--- config.mk ---
export PLATFORM = sky130hd
export DESIGN_NAME = sm83_subset_instruction_executor
export DESIGN_NICKNAME = d
export VERILOG_FILES = /design/src/sm83_pkg.sv /design/src/sm83_subset_instruction_executor.sv /design/src/sm83_exec.sv
export VERILOG_INCLUDE_DIRS = /design/src /design/src/src
export SDC_FILE = /design/constraint.sdc
export NUM_CORES = 1
export LEC_CHECK = 0
export CORE_ASPECT_RATIO = 1.2
export CORE_MARGIN = 8
export CORE_UTILIZATION = 28
export CTS_CLUSTER_DIAMETER = 150
export CTS_CLUSTER_SIZE = 12
export DETAILED_ROUTE_END_ITERATION = 10
export DONT_BUFFER_PORTS = 1
export GPL_ROUTABILITY_DRIVEN = 1
export HOLD_SLACK_MARGIN = 0.06
export PLACE_DENSITY = 0.51
export SYNTH_ARGS = -nofsm -noshare
export SYNTH_HDL_FRONTEND = slang
export SYNTH_SLANG_ARGS = --single-unit
--- constraint.sdc ---
create_clock -name clk -period 5.5 [get_ports clk]
set_clock_uncertainty 0.05 [all_clocks]
set_input_delay 0.825 -clock clk [delete_from_list [all_inputs] [get_ports clk]]
set_output_delay 0.825 -clock clk [all_outputs]
set_load 0.005 [all_outputs]
--- src/sm83_subset_instruction_executor_macros.svh ---
`ifndef SM83_SUBSET_INSTRUCTION_EXECUTOR_MACROS_SVH
`define SM83_SUBSET_INSTRUCTION_EXECUTOR_MACROS_SVH

// same-cycle implication on clk, off while arst_n is low
`define SM83_ASSERT_NOW(lbl, ante, cons, msg) \
	lbl: assert property (@(posedge clk) disable iff (!arst_n) (ante) |-> (cons)) \
		else $error(msg);

// next-cycle implication on clk, off while arst_n is low
`define SM83_ASSERT_NEXT(lbl, ante, cons, msg) \
	lbl: assert property (@(posedge clk) disable iff (!arst_n) (ante) |=> (cons)) \
		else $error(msg);

`endif

--- src/sm83_pkg.sv ---
`default_nettype none

package sm83_pkg;

	localparam logic [7:0] FLAG_Z = 8'h80;
	localparam logic [7:0] FLAG_N = 8'h40;
	localparam logic [7:0] FLAG_H = 8'h20;
	localparam logic [7:0] FLAG_C = 8'h10;
	localparam logic [15:0] HIGH_PAGE = 16'hFF00;

	localparam logic [1:0] WK_NONE = 2'd0;
	localparam logic [1:0] WK_BYTE = 2'd1;
	localparam logic [1:0] WK_WORD = 2'd2;

	localparam logic [7:0] OP_NOP     = 8'h00;
	localparam logic [7:0] OP_DEC_B   = 8'h05;
	localparam logic [7:0] OP_LD_B_N  = 8'h06;
	localparam logic [7:0] OP_INC_C   = 8'h0C;
	localparam logic [7:0] OP_LD_C_N  = 8'h0E;
	localparam logic [7:0] OP_LD_DE   = 8'h11;
	localparam logic [7:0] OP_INC_DE  = 8'h13;
	localparam logic [7:0] OP_RLA     = 8'h17;
	localparam logic [7:0] OP_LD_A_DE = 8'h1A;
	localparam logic [7:0] OP_JR_NZ   = 8'h20;
	localparam logic [7:0] OP_LD_HL   = 8'h21;
	localparam logic [7:0] OP_LDI     = 8'h22;
	localparam logic [7:0] OP_INC_HL  = 8'h23;
	localparam logic [7:0] OP_JR_Z    = 8'h28;
	localparam logic [7:0] OP_LD_SP   = 8'h31;
	localparam logic [7:0] OP_LDD     = 8'h32;
	localparam logic [7:0] OP_DEC_A   = 8'h3D;
	localparam logic [7:0] OP_LD_A_N  = 8'h3E;
	localparam logic [7:0] OP_LD_C_A  = 8'h4F;
	localparam logic [7:0] OP_ST_HL   = 8'h77;
	localparam logic [7:0] OP_LD_A_E  = 8'h7B;
	localparam logic [7:0] OP_XOR_A   = 8'hAF;
	localparam logic [7:0] OP_POP_BC  = 8'hC1;
	localparam logic [7:0] OP_PUSH_BC = 8'hC5;
	localparam logic [7:0] OP_RET     = 8'hC9;
	localparam logic [7:0] OP_PREFIX  = 8'hCB;
	localparam logic [7:0] OP_CALL    = 8'hCD;
	localparam logic [7:0] OP_LDH_N   = 8'hE0;
	localparam logic [7:0] OP_LDH_C   = 8'hE2;
	localparam logic [7:0] OP_ST_NN   = 8'hEA;
	localparam logic [7:0] OP_CP_N    = 8'hFE;

	localparam logic [7:0] CB_RL_C   = 8'h11;
	localparam logic [7:0] CB_RL_A   = 8'h17;
	localparam logic [7:0] CB_BIT7_H = 8'h7C;

	typedef struct packed {
		logic [7:0]  opcode;
		logic [7:0]  operand_low;
		logic [7:0]  operand_high;
		logic [15:0] read_data;
	} cmd_t;

	typedef struct packed {
		logic [7:0]  acc_value;
		logic [7:0]  flag_bits;
		logic [15:0] pair_bc;
		logic [15:0] pair_de;
		logic [15:0] pair_hl;
		logic [15:0] prog_counter;
		logic [15:0] stack_ptr;
		logic [31:0] cycle_total;
		logic [1:0]  write_kind;
		logic [15:0] write_addr;
		logic [15:0] write_data;
		logic        illegal;
	} rsp_t;

	typedef struct packed {
		logic [7:0]  acc;
		logic [7:0]  flags;
		logic [7:0]  b;
		logic [7:0]  c;
		logic [7:0]  d;
		logic [7:0]  e;
		logic [7:0]  h;
		logic [7:0]  l;
		logic [15:0] pc;
		logic [15:0] sp;
		logic [31:0] cyc;
	} arch_t;

	typedef struct packed {
		logic [1:0]  kind;
		logic [15:0] addr;
		logic [15:0] data;
	} wr_t;

endpackage

`default_nettype wire

--- src/sm83_subset_instruction_executor.sv ---
// The accepted command beat is registered in cmd_s1; its result beat is registered in rsp_q.
// Throughput: one instruction per cycle unless rsp_ready stalls; the whole execute step is one pass from
// the input register to the result register, with the register file updated alongside.
// Reset: arst_n clears A, F, BC, DE, HL, PC, SP and the cycle count to zero and
// empties both stages.
`default_nettype none
`include "sm83_subset_instruction_executor_macros.svh"

module sm83_subset_instruction_executor
	import sm83_pkg::*;
(
	input  wire  clk,
	input  wire  arst_n,
	input  wire  cmd_valid,
	output logic cmd_ready,
	input  wire  cmd_t cmd,
	output logic rsp_valid,
	input  wire  rsp_ready,
	output rsp_t rsp
);

	cmd_t  cmd_s1;
	logic  valid_s1;
	arch_t arch_q;
	rsp_t  rsp_q;
	logic  rsp_valid_q;

	arch_t arch_nxt;
	wr_t   wr;
	logic  bad;
	logic  advance;
	logic  retire;

	sm83_exec u_exec (
		.cur (arch_q),
		.cmd (cmd_s1),
		.nxt (arch_nxt),
		.wr  (wr),
		.bad (bad)
	);

	assign advance   = !rsp_valid_q || rsp_ready;
	assign retire    = valid_s1 && advance;
	assign cmd_ready = !valid_s1 || advance;
	assign rsp_valid = rsp_valid_q;
	assign rsp       = rsp_q;

	always_ff @(posedge clk or negedge arst_n) begin
		if (!arst_n) begin
			valid_s1    <= 1'b0;
			rsp_valid_q <= 1'b0;
			arch_q      <= '0;
		end else begin
			if (cmd_ready) begin
				valid_s1 <= cmd_valid;
			end
			if (advance) begin
				rsp_valid_q <= valid_s1;
			end
			if (retire) begin
				arch_q <= arch_nxt;
			end
		end
	end

	always_ff @(posedge clk) begin
		if (cmd_ready && cmd_valid) begin
			cmd_s1 <= cmd;
		end
		if (retire) begin
			rsp_q <= '{
				acc_value:    arch_nxt.acc,
				flag_bits:    arch_nxt.flags,
				pair_bc:      {arch_nxt.b, arch_nxt.c},
				pair_de:      {arch_nxt.d, arch_nxt.e},
				pair_hl:      {arch_nxt.h, arch_nxt.l},
				prog_counter: arch_nxt.pc,
				stack_ptr:    arch_nxt.sp,
				cycle_total:  arch_nxt.cyc,
				write_kind:   wr.kind,
				write_addr:   wr.addr,
				write_data:   wr.data,
				illegal:      bad
			};
		end
	end

	`SM83_ASSERT_NOW(a_illegal_no_write, rsp_valid_q && rsp_q.illegal, rsp_q.write_kind == WK_NONE, "illegal beat requests a write")
	`SM83_ASSERT_NEXT(a_illegal_keeps_state, retire && bad, $stable(arch_q), "illegal opcode changed state")
	`SM83_ASSERT_NEXT(a_idle_keeps_state, !retire, $stable(arch_q), "state moved without a retired beat")
	`SM83_ASSERT_NEXT(a_cycle_step, retire, (arch_q.cyc - $past(arch_q.cyc)) <= 32'd4, "cycle count step too large")

endmodule

`default_nettype wire

--- src/sm83_exec.sv ---
`default_nettype none

module sm83_exec
	import sm83_pkg::*;
(
	input  wire arch_t cur,
	input  wire cmd_t  cmd,
	output arch_t nxt,
	output wr_t   wr,
	output logic  bad
);

	always_comb begin
		logic [15:0] nn;
		logic [15:0] disp;
		logic [15:0] pc1;
		logic [15:0] pc_n;
		logic [15:0] hl;
		logic [15:0] tmp;
		logic [7:0]  lo;
		logic [7:0]  res;
		logic [2:0]  cyc_add;
		logic        cin;

		lo      = cmd.operand_low;
		nn      = {cmd.operand_high, lo};
		disp    = {{8{lo[7]}}, lo};
		pc1     = cur.pc + 16'd1;
		pc_n    = pc1;
		hl      = {cur.h, cur.l};
		tmp     = 16'd0;
		res     = 8'd0;
		cin     = cur.flags[4];
		cyc_add = 3'd0;
		nxt     = cur;
		wr      = '0;
		bad     = 1'b0;

		unique case (cmd.opcode)
			OP_NOP: begin
			end
			OP_DEC_B: begin
				res = cur.b - 8'd1;
				nxt.b = res;
				nxt.flags = {res == 8'd0, 1'b1, cur.b[3:0] == 4'd0, cin, 4'd0};
			end
			OP_LD_B_N: begin
				nxt.b = lo;
				pc_n = pc1 + 16'd1;
				cyc_add = 3'd2;
			end
			OP_INC_C: begin
				res = cur.c + 8'd1;
				nxt.c = res;
				nxt.flags = {res == 8'd0, 1'b0, cur.c[3:0] == 4'hF, cin, 4'd0};
			end
			OP_LD_C_N: begin
				nxt.c = lo;
				pc_n = pc1 + 16'd1;
				cyc_add = 3'd2;
			end
			OP_LD_DE: begin
				{nxt.d, nxt.e} = nn;
				pc_n = pc1 + 16'd2;
			end
			OP_INC_DE: begin
				{nxt.d, nxt.e} = {cur.d, cur.e} + 16'd1;
				cyc_add = 3'd1;
			end
			OP_RLA: begin
				nxt.acc = {cur.acc[6:0], cin};
				nxt.flags = {3'd0, cur.acc[7], 4'd0};
				cyc_add = 3'd1;
			end
			OP_LD_A_DE: begin
				nxt.acc = cmd.read_data[7:0];
			end
			OP_JR_NZ: begin
				pc_n = cur.flags[7] ? pc1 + 16'd1 : pc1 + 16'd1 + disp;
			end
			OP_LD_HL: begin
				{nxt.h, nxt.l} = nn;
				pc_n = pc1 + 16'd2;
			end
			OP_LDI: begin
				wr = '{kind: WK_BYTE, addr: hl, data: {8'd0, cur.acc}};
				{nxt.h, nxt.l} = hl + 16'd1;
				cyc_add = 3'd2;
			end
			OP_INC_HL: begin
				{nxt.h, nxt.l} = hl + 16'd1;
				cyc_add = 3'd1;
			end
			OP_JR_Z: begin
				pc_n = cur.flags[7] ? pc1 + 16'd1 + disp : pc1 + 16'd1;
				cyc_add = cur.flags[7] ? 3'd3 : 3'd2;
			end
			OP_LD_SP: begin
				nxt.sp = nn;
				pc_n = pc1 + 16'd2;
			end
			OP_LDD: begin
				wr = '{kind: WK_BYTE, addr: hl, data: {8'd0, cur.acc}};
				{nxt.h, nxt.l} = hl - 16'd1;
			end
			OP_DEC_A: begin
				res = cur.acc - 8'd1;
				nxt.acc = res;
				nxt.flags = {res == 8'd0, 1'b1, cur.acc[3:0] == 4'd0, cin, 4'd0};
				cyc_add = 3'd1;
			end
			OP_LD_A_N: begin
				nxt.acc = lo;
				pc_n = pc1 + 16'd1;
				cyc_add = 3'd2;
			end
			OP_LD_C_A: begin
				nxt.c = cur.acc;
				cyc_add = 3'd1;
			end
			OP_ST_HL: begin
				wr = '{kind: WK_BYTE, addr: hl, data: {8'd0, cur.acc}};
			end
			OP_LD_A_E: begin
				nxt.acc = cur.e;
				cyc_add = 3'd1;
			end
			OP_XOR_A: begin
				nxt.acc = 8'd0;
				nxt.flags = FLAG_Z;
			end
			OP_POP_BC: begin
				{nxt.b, nxt.c} = cmd.read_data;
				nxt.sp = cur.sp + 16'd2;
				cyc_add = 3'd3;
			end
			OP_PUSH_BC: begin
				tmp = cur.sp - 16'd2;
				nxt.sp = tmp;
				wr = '{kind: WK_WORD, addr: tmp, data: {cur.b, cur.c}};
				cyc_add = 3'd3;
			end
			OP_RET: begin
				pc_n = cmd.read_data;
				nxt.sp = cur.sp + 16'd2;
				cyc_add = 3'd3;
			end
			OP_PREFIX: begin
				pc_n = pc1 + 16'd1;
				unique case (lo)
					CB_RL_C: begin
						res = {cur.c[6:0], cin};
						nxt.c = res;
						nxt.flags = {res == 8'd0, 2'd0, cur.c[7], 4'd0};
						cyc_add = 3'd2;
					end
					CB_RL_A: begin
						res = {cur.acc[6:0], cin};
						nxt.acc = res;
						nxt.flags = {res == 8'd0, 2'd0, cur.acc[7], 4'd0};
						cyc_add = 3'd2;
					end
					CB_BIT7_H: begin
						nxt.flags = {~cur.h[7], 1'b0, 1'b1, cin, 4'd0};
					end
					default: begin
						bad = 1'b1;
					end
				endcase
			end
			OP_CALL: begin
				tmp = cur.sp - 16'd2;
				nxt.sp = tmp;
				wr = '{kind: WK_WORD, addr: tmp, data: pc1 + 16'd2};
				pc_n = nn;
			end
			OP_LDH_N: begin
				pc_n = pc1 + 16'd1;
				wr = '{kind: WK_BYTE, addr: HIGH_PAGE | {8'd0, lo}, data: {8'd0, cur.acc}};
			end
			OP_LDH_C: begin
				wr = '{kind: WK_BYTE, addr: HIGH_PAGE | {8'd0, cur.c}, data: {8'd0, cur.acc}};
			end
			OP_ST_NN: begin
				wr = '{kind: WK_BYTE, addr: nn, data: {8'd0, cur.acc}};
				pc_n = pc1 + 16'd2;
				cyc_add = 3'd4;
			end
			OP_CP_N: begin
				nxt.flags = {cur.acc == lo, 1'b1, cur.acc[3:0] < lo[3:0], cur.acc < lo, 4'd0};
				pc_n = pc1 + 16'd1;
				cyc_add = 3'd2;
			end
			default: begin
				bad = 1'b1;
			end
		endcase

		nxt.pc  = bad ? cur.pc : pc_n;
		nxt.cyc = cur.cyc + {29'd0, cyc_add};
	end

endmodule

`default_nettype wire

==> flow_summary.toml <==
[final_layout]
fin_cells = 2901
post-route-util = 0.313
fillers = 7090
drive_gt1_frac = 0.0729
fin_area_um2 = 21400
nets = 2065
area_growth_syn_to_layout_pct = 10.3

[detailed_routing]
ant_nets = 0
finalWirelength_mm = 72.7
drt_iter0_drc = 1438
via_count = 15886
first_pass_iters = 6
wl_per_cell_um = 25.1
vias_per_cell = 5.48
drc = 0

[floorplanning]
core.rowCount = 105
ios = 209
die_h_um = 304
die_w_um = 256
die-area_um2 = 78000
start_util = 0.283
core-area_um2 = 68400

[sta]
hold_viol = 0
rsz0062_at_grt = "false"
setup_viol = 0
slew-limit-headroom = 0.292
setup_slack_ns = 0.327
drv_slew = 0
max_slew.worst_pin.slew_ns = 1.05
fin_crit_sh = 0.941
fmax_ghz = 0.193
setup-tns-final_ns = 0
period_needed_ns = 5.17

[setup_path]
endpoint_kind = "flip-flop"
crit_cells = 21
start_kind = "flip-flop"
crit_path_cell_trace = "inv_1, ha_1, inv_1, ha_1, nand2_1, mux2i_1, nand2_1, a211oi_2, buf_4, and2_1, xnor2_1, ha_1, a21oi_1, nor3b_1, o41ai_1, buf_4, nor4b_1, nor3_1, a21oi_1, o22ai_1, o21ai_0"
crit_type = "reg2reg"
worstPathMaxFanout = 10
slowest_delay_ns = 0.56
rrSetupSlack_ns = 0.33
required_ns = 5.78
reg2reg_depth = 21
path_buf_inv = 4
critPathMostFrequentCell = "ha_1"
crit_family = "compound AO/OA/AOI/OAI gates"
cp_data_arrival_time_ns = 5.45
crit_path_top_delay_cell = "o41ai_1"
reg2reg_from = "arch_q[48]"
reg2reg_to = "rsp[96]"

[run_status]
status = "finished, final reports clean"

[logic_synthesis]
synth_area_leaders = "edfxtp_1 31%, dfrtp_1 17%, nand2_1 6.0%"
yosysSeqAreaShare = 0.482
synth_compound_area_frac = 0.165
netlist_area_um2 = 19400
muxShareOfSynthArea = 0.0176
synth.distinct_cells = 89
synth_top_family_by_area = "simple AND/OR/NAND/NOR gates"
yosys_warnings = 0
synth_top_area_frac = 0.314
syn_inst = 2000
yosysTopAreaCell = "edfxtp_1"
async_flop_share = 0.390
yosys.area_share.simple = 0.191
dominantRegCellSynth = "edfxtp_1"
ys_seq_elements = 333
synth_edf_count = 203
synth_nets = 2100
synth_fa_ha_area_frac = 0.0373
ys_top_cells_by_count = "310 x nand2_1, 203 x edfxtp_1, 182 x nor2_1, 130 x dfrtp_1, 129 x o21ai_0"
avgSynthCellArea_um2 = 9.70
yosysMostFrequentCell = "nand2_1"
synthXorXnorAreaFrac = 0.0713

[placed_design]
port_buffers = 0
place_congestion = 0.919
postPlaceCellArea_um2 = 20500
place_inst = 2840
hpwl_mm = 52.9
dp_slack_ns = 0.477

[clock_network]
cts_root_buf = "clkbuf_16"
post_cts_buffers = 0
clock_path_buffers = 3
cts_tree = "done"
clock-sinks = 333
insertion_delay_ns = 0.60
cts_made_buffers = 31
clk_pin_slew_ns = 0.07
h-tree-depth = 1

[pwr]
ir_drop_uv = 215
power_density_nw_per_um2 = 358
p_leak_nw = 8.08

[global_route]
grt-ovfl-total = 0
grt_antenna_before_repair = 7
first_global_vias = 15453
grt_max_degree = 131
grt.total_usage = 0.178
grt_first_pass_wirelength_mm = 107

[run]
drv_cap = 0

[hold_path]
worstHoldPathType = "in2async"
## repair_timing
action | CTS | global route
resized for setup | 0 | 1
hold endpoints to repair | 130 | 0
hold buffers | 1 | 0
endpoints found under the setup margin | 0 | 1
## stage by stage
step,hold WS [ns],power (mW)
floorplan,0.395,4.91
global placement,0.415,5.61
detailed placement,0.413,5.64
CTS,0.208,7.73
global route,0.221,8.08
finish,0.190,7.66
## layout by cell type, fill, tap and decap left out, types with 11 or more instances in the layout
master,count
a221oi_1,22
nor3b_1,12
a22oi_1,33
a221o_1,33
a222oi_1,23
a22o_1,11
inv_1,50
clkbuf_16,31
a21oi_1,67
and3_1,27
nand3_1,47
clkbuf_1,25
and2_1,15
xor2_1,60
o21ai_0,128
nand2_1,309
mux2_2,25
xnor2_1,96
nor2b_1,15
nor3_1,57
a31oi_1,22
ha_1,53
dfrtp_1,130
nand4_1,27
nor2_1,182
edfxtp_1,203
nand2b_1,20
nor4_1,24
a21o_1,14
buf_4,56
## power by group
part / switching, mW / internal (mW) / total, mW
sequential: 0.578 / 3.09 / 3.67
clock: 0.962 / 1.05 / 2.02
combinational: 1.21 / 0.762 / 1.97
## registers in the layout, summed over array words and instances, names as in the netlist
| signal | cells |
|---|---|
| arch_q | 128 |
| cmd_s1 | 40 |
| rsp | 163 |
| rsp_valid | 1 |
| valid_s1 | 1 |
## worst max-delay path by stage
stage / from / to
finish: arch_q[48] / rsp[96]
global route: arch_q[48] / rsp[95]
CTS: arch_q[48] / rsp[96]
detailed placement: arch_q[48] / rsp[95]
global placement: arch_q[48] / rsp[95]
floorplan: arch_q[48] / rsp[98]
## logic make-up after synthesis
| kind of cell | after synthesis |
|---|---|
| buffers and inverters | 178 |
| AO/OA/AOI/OAI | 459 |
| XOR/XNOR | 157 |
| multiplexers | 31 |
| AND/OR/NAND/NOR | 786 |
| flip-flops | 333 |
| adder cells (fa/ha/maj) | 56 |
## routing by layer
layer,up-vias,GRT usage,share of wire
li1,7288,-,-
met1,7847,0.220,0.40
met2,641,0.312,0.50
met3,108,0.0340,0.067
met4,2,0.0544,0.033
met5,-,0,0.00023
## layout make-up
class                           count  area, um^2  area share
Antenna cell                        3        7.51    0.000351
Clock buffer                       56         870      0.0406
Clock inverter                      1        5.00    0.000234
Inverter                           52         203     0.00947
Multi-Input combinational cell   1489        9360       0.437
Sequential cell                   333        9350       0.437
Tap cell                          909        1140      0.0532
Timing Repair Buffer               58         468      0.0219
Power figures use the tool's default switching activity.
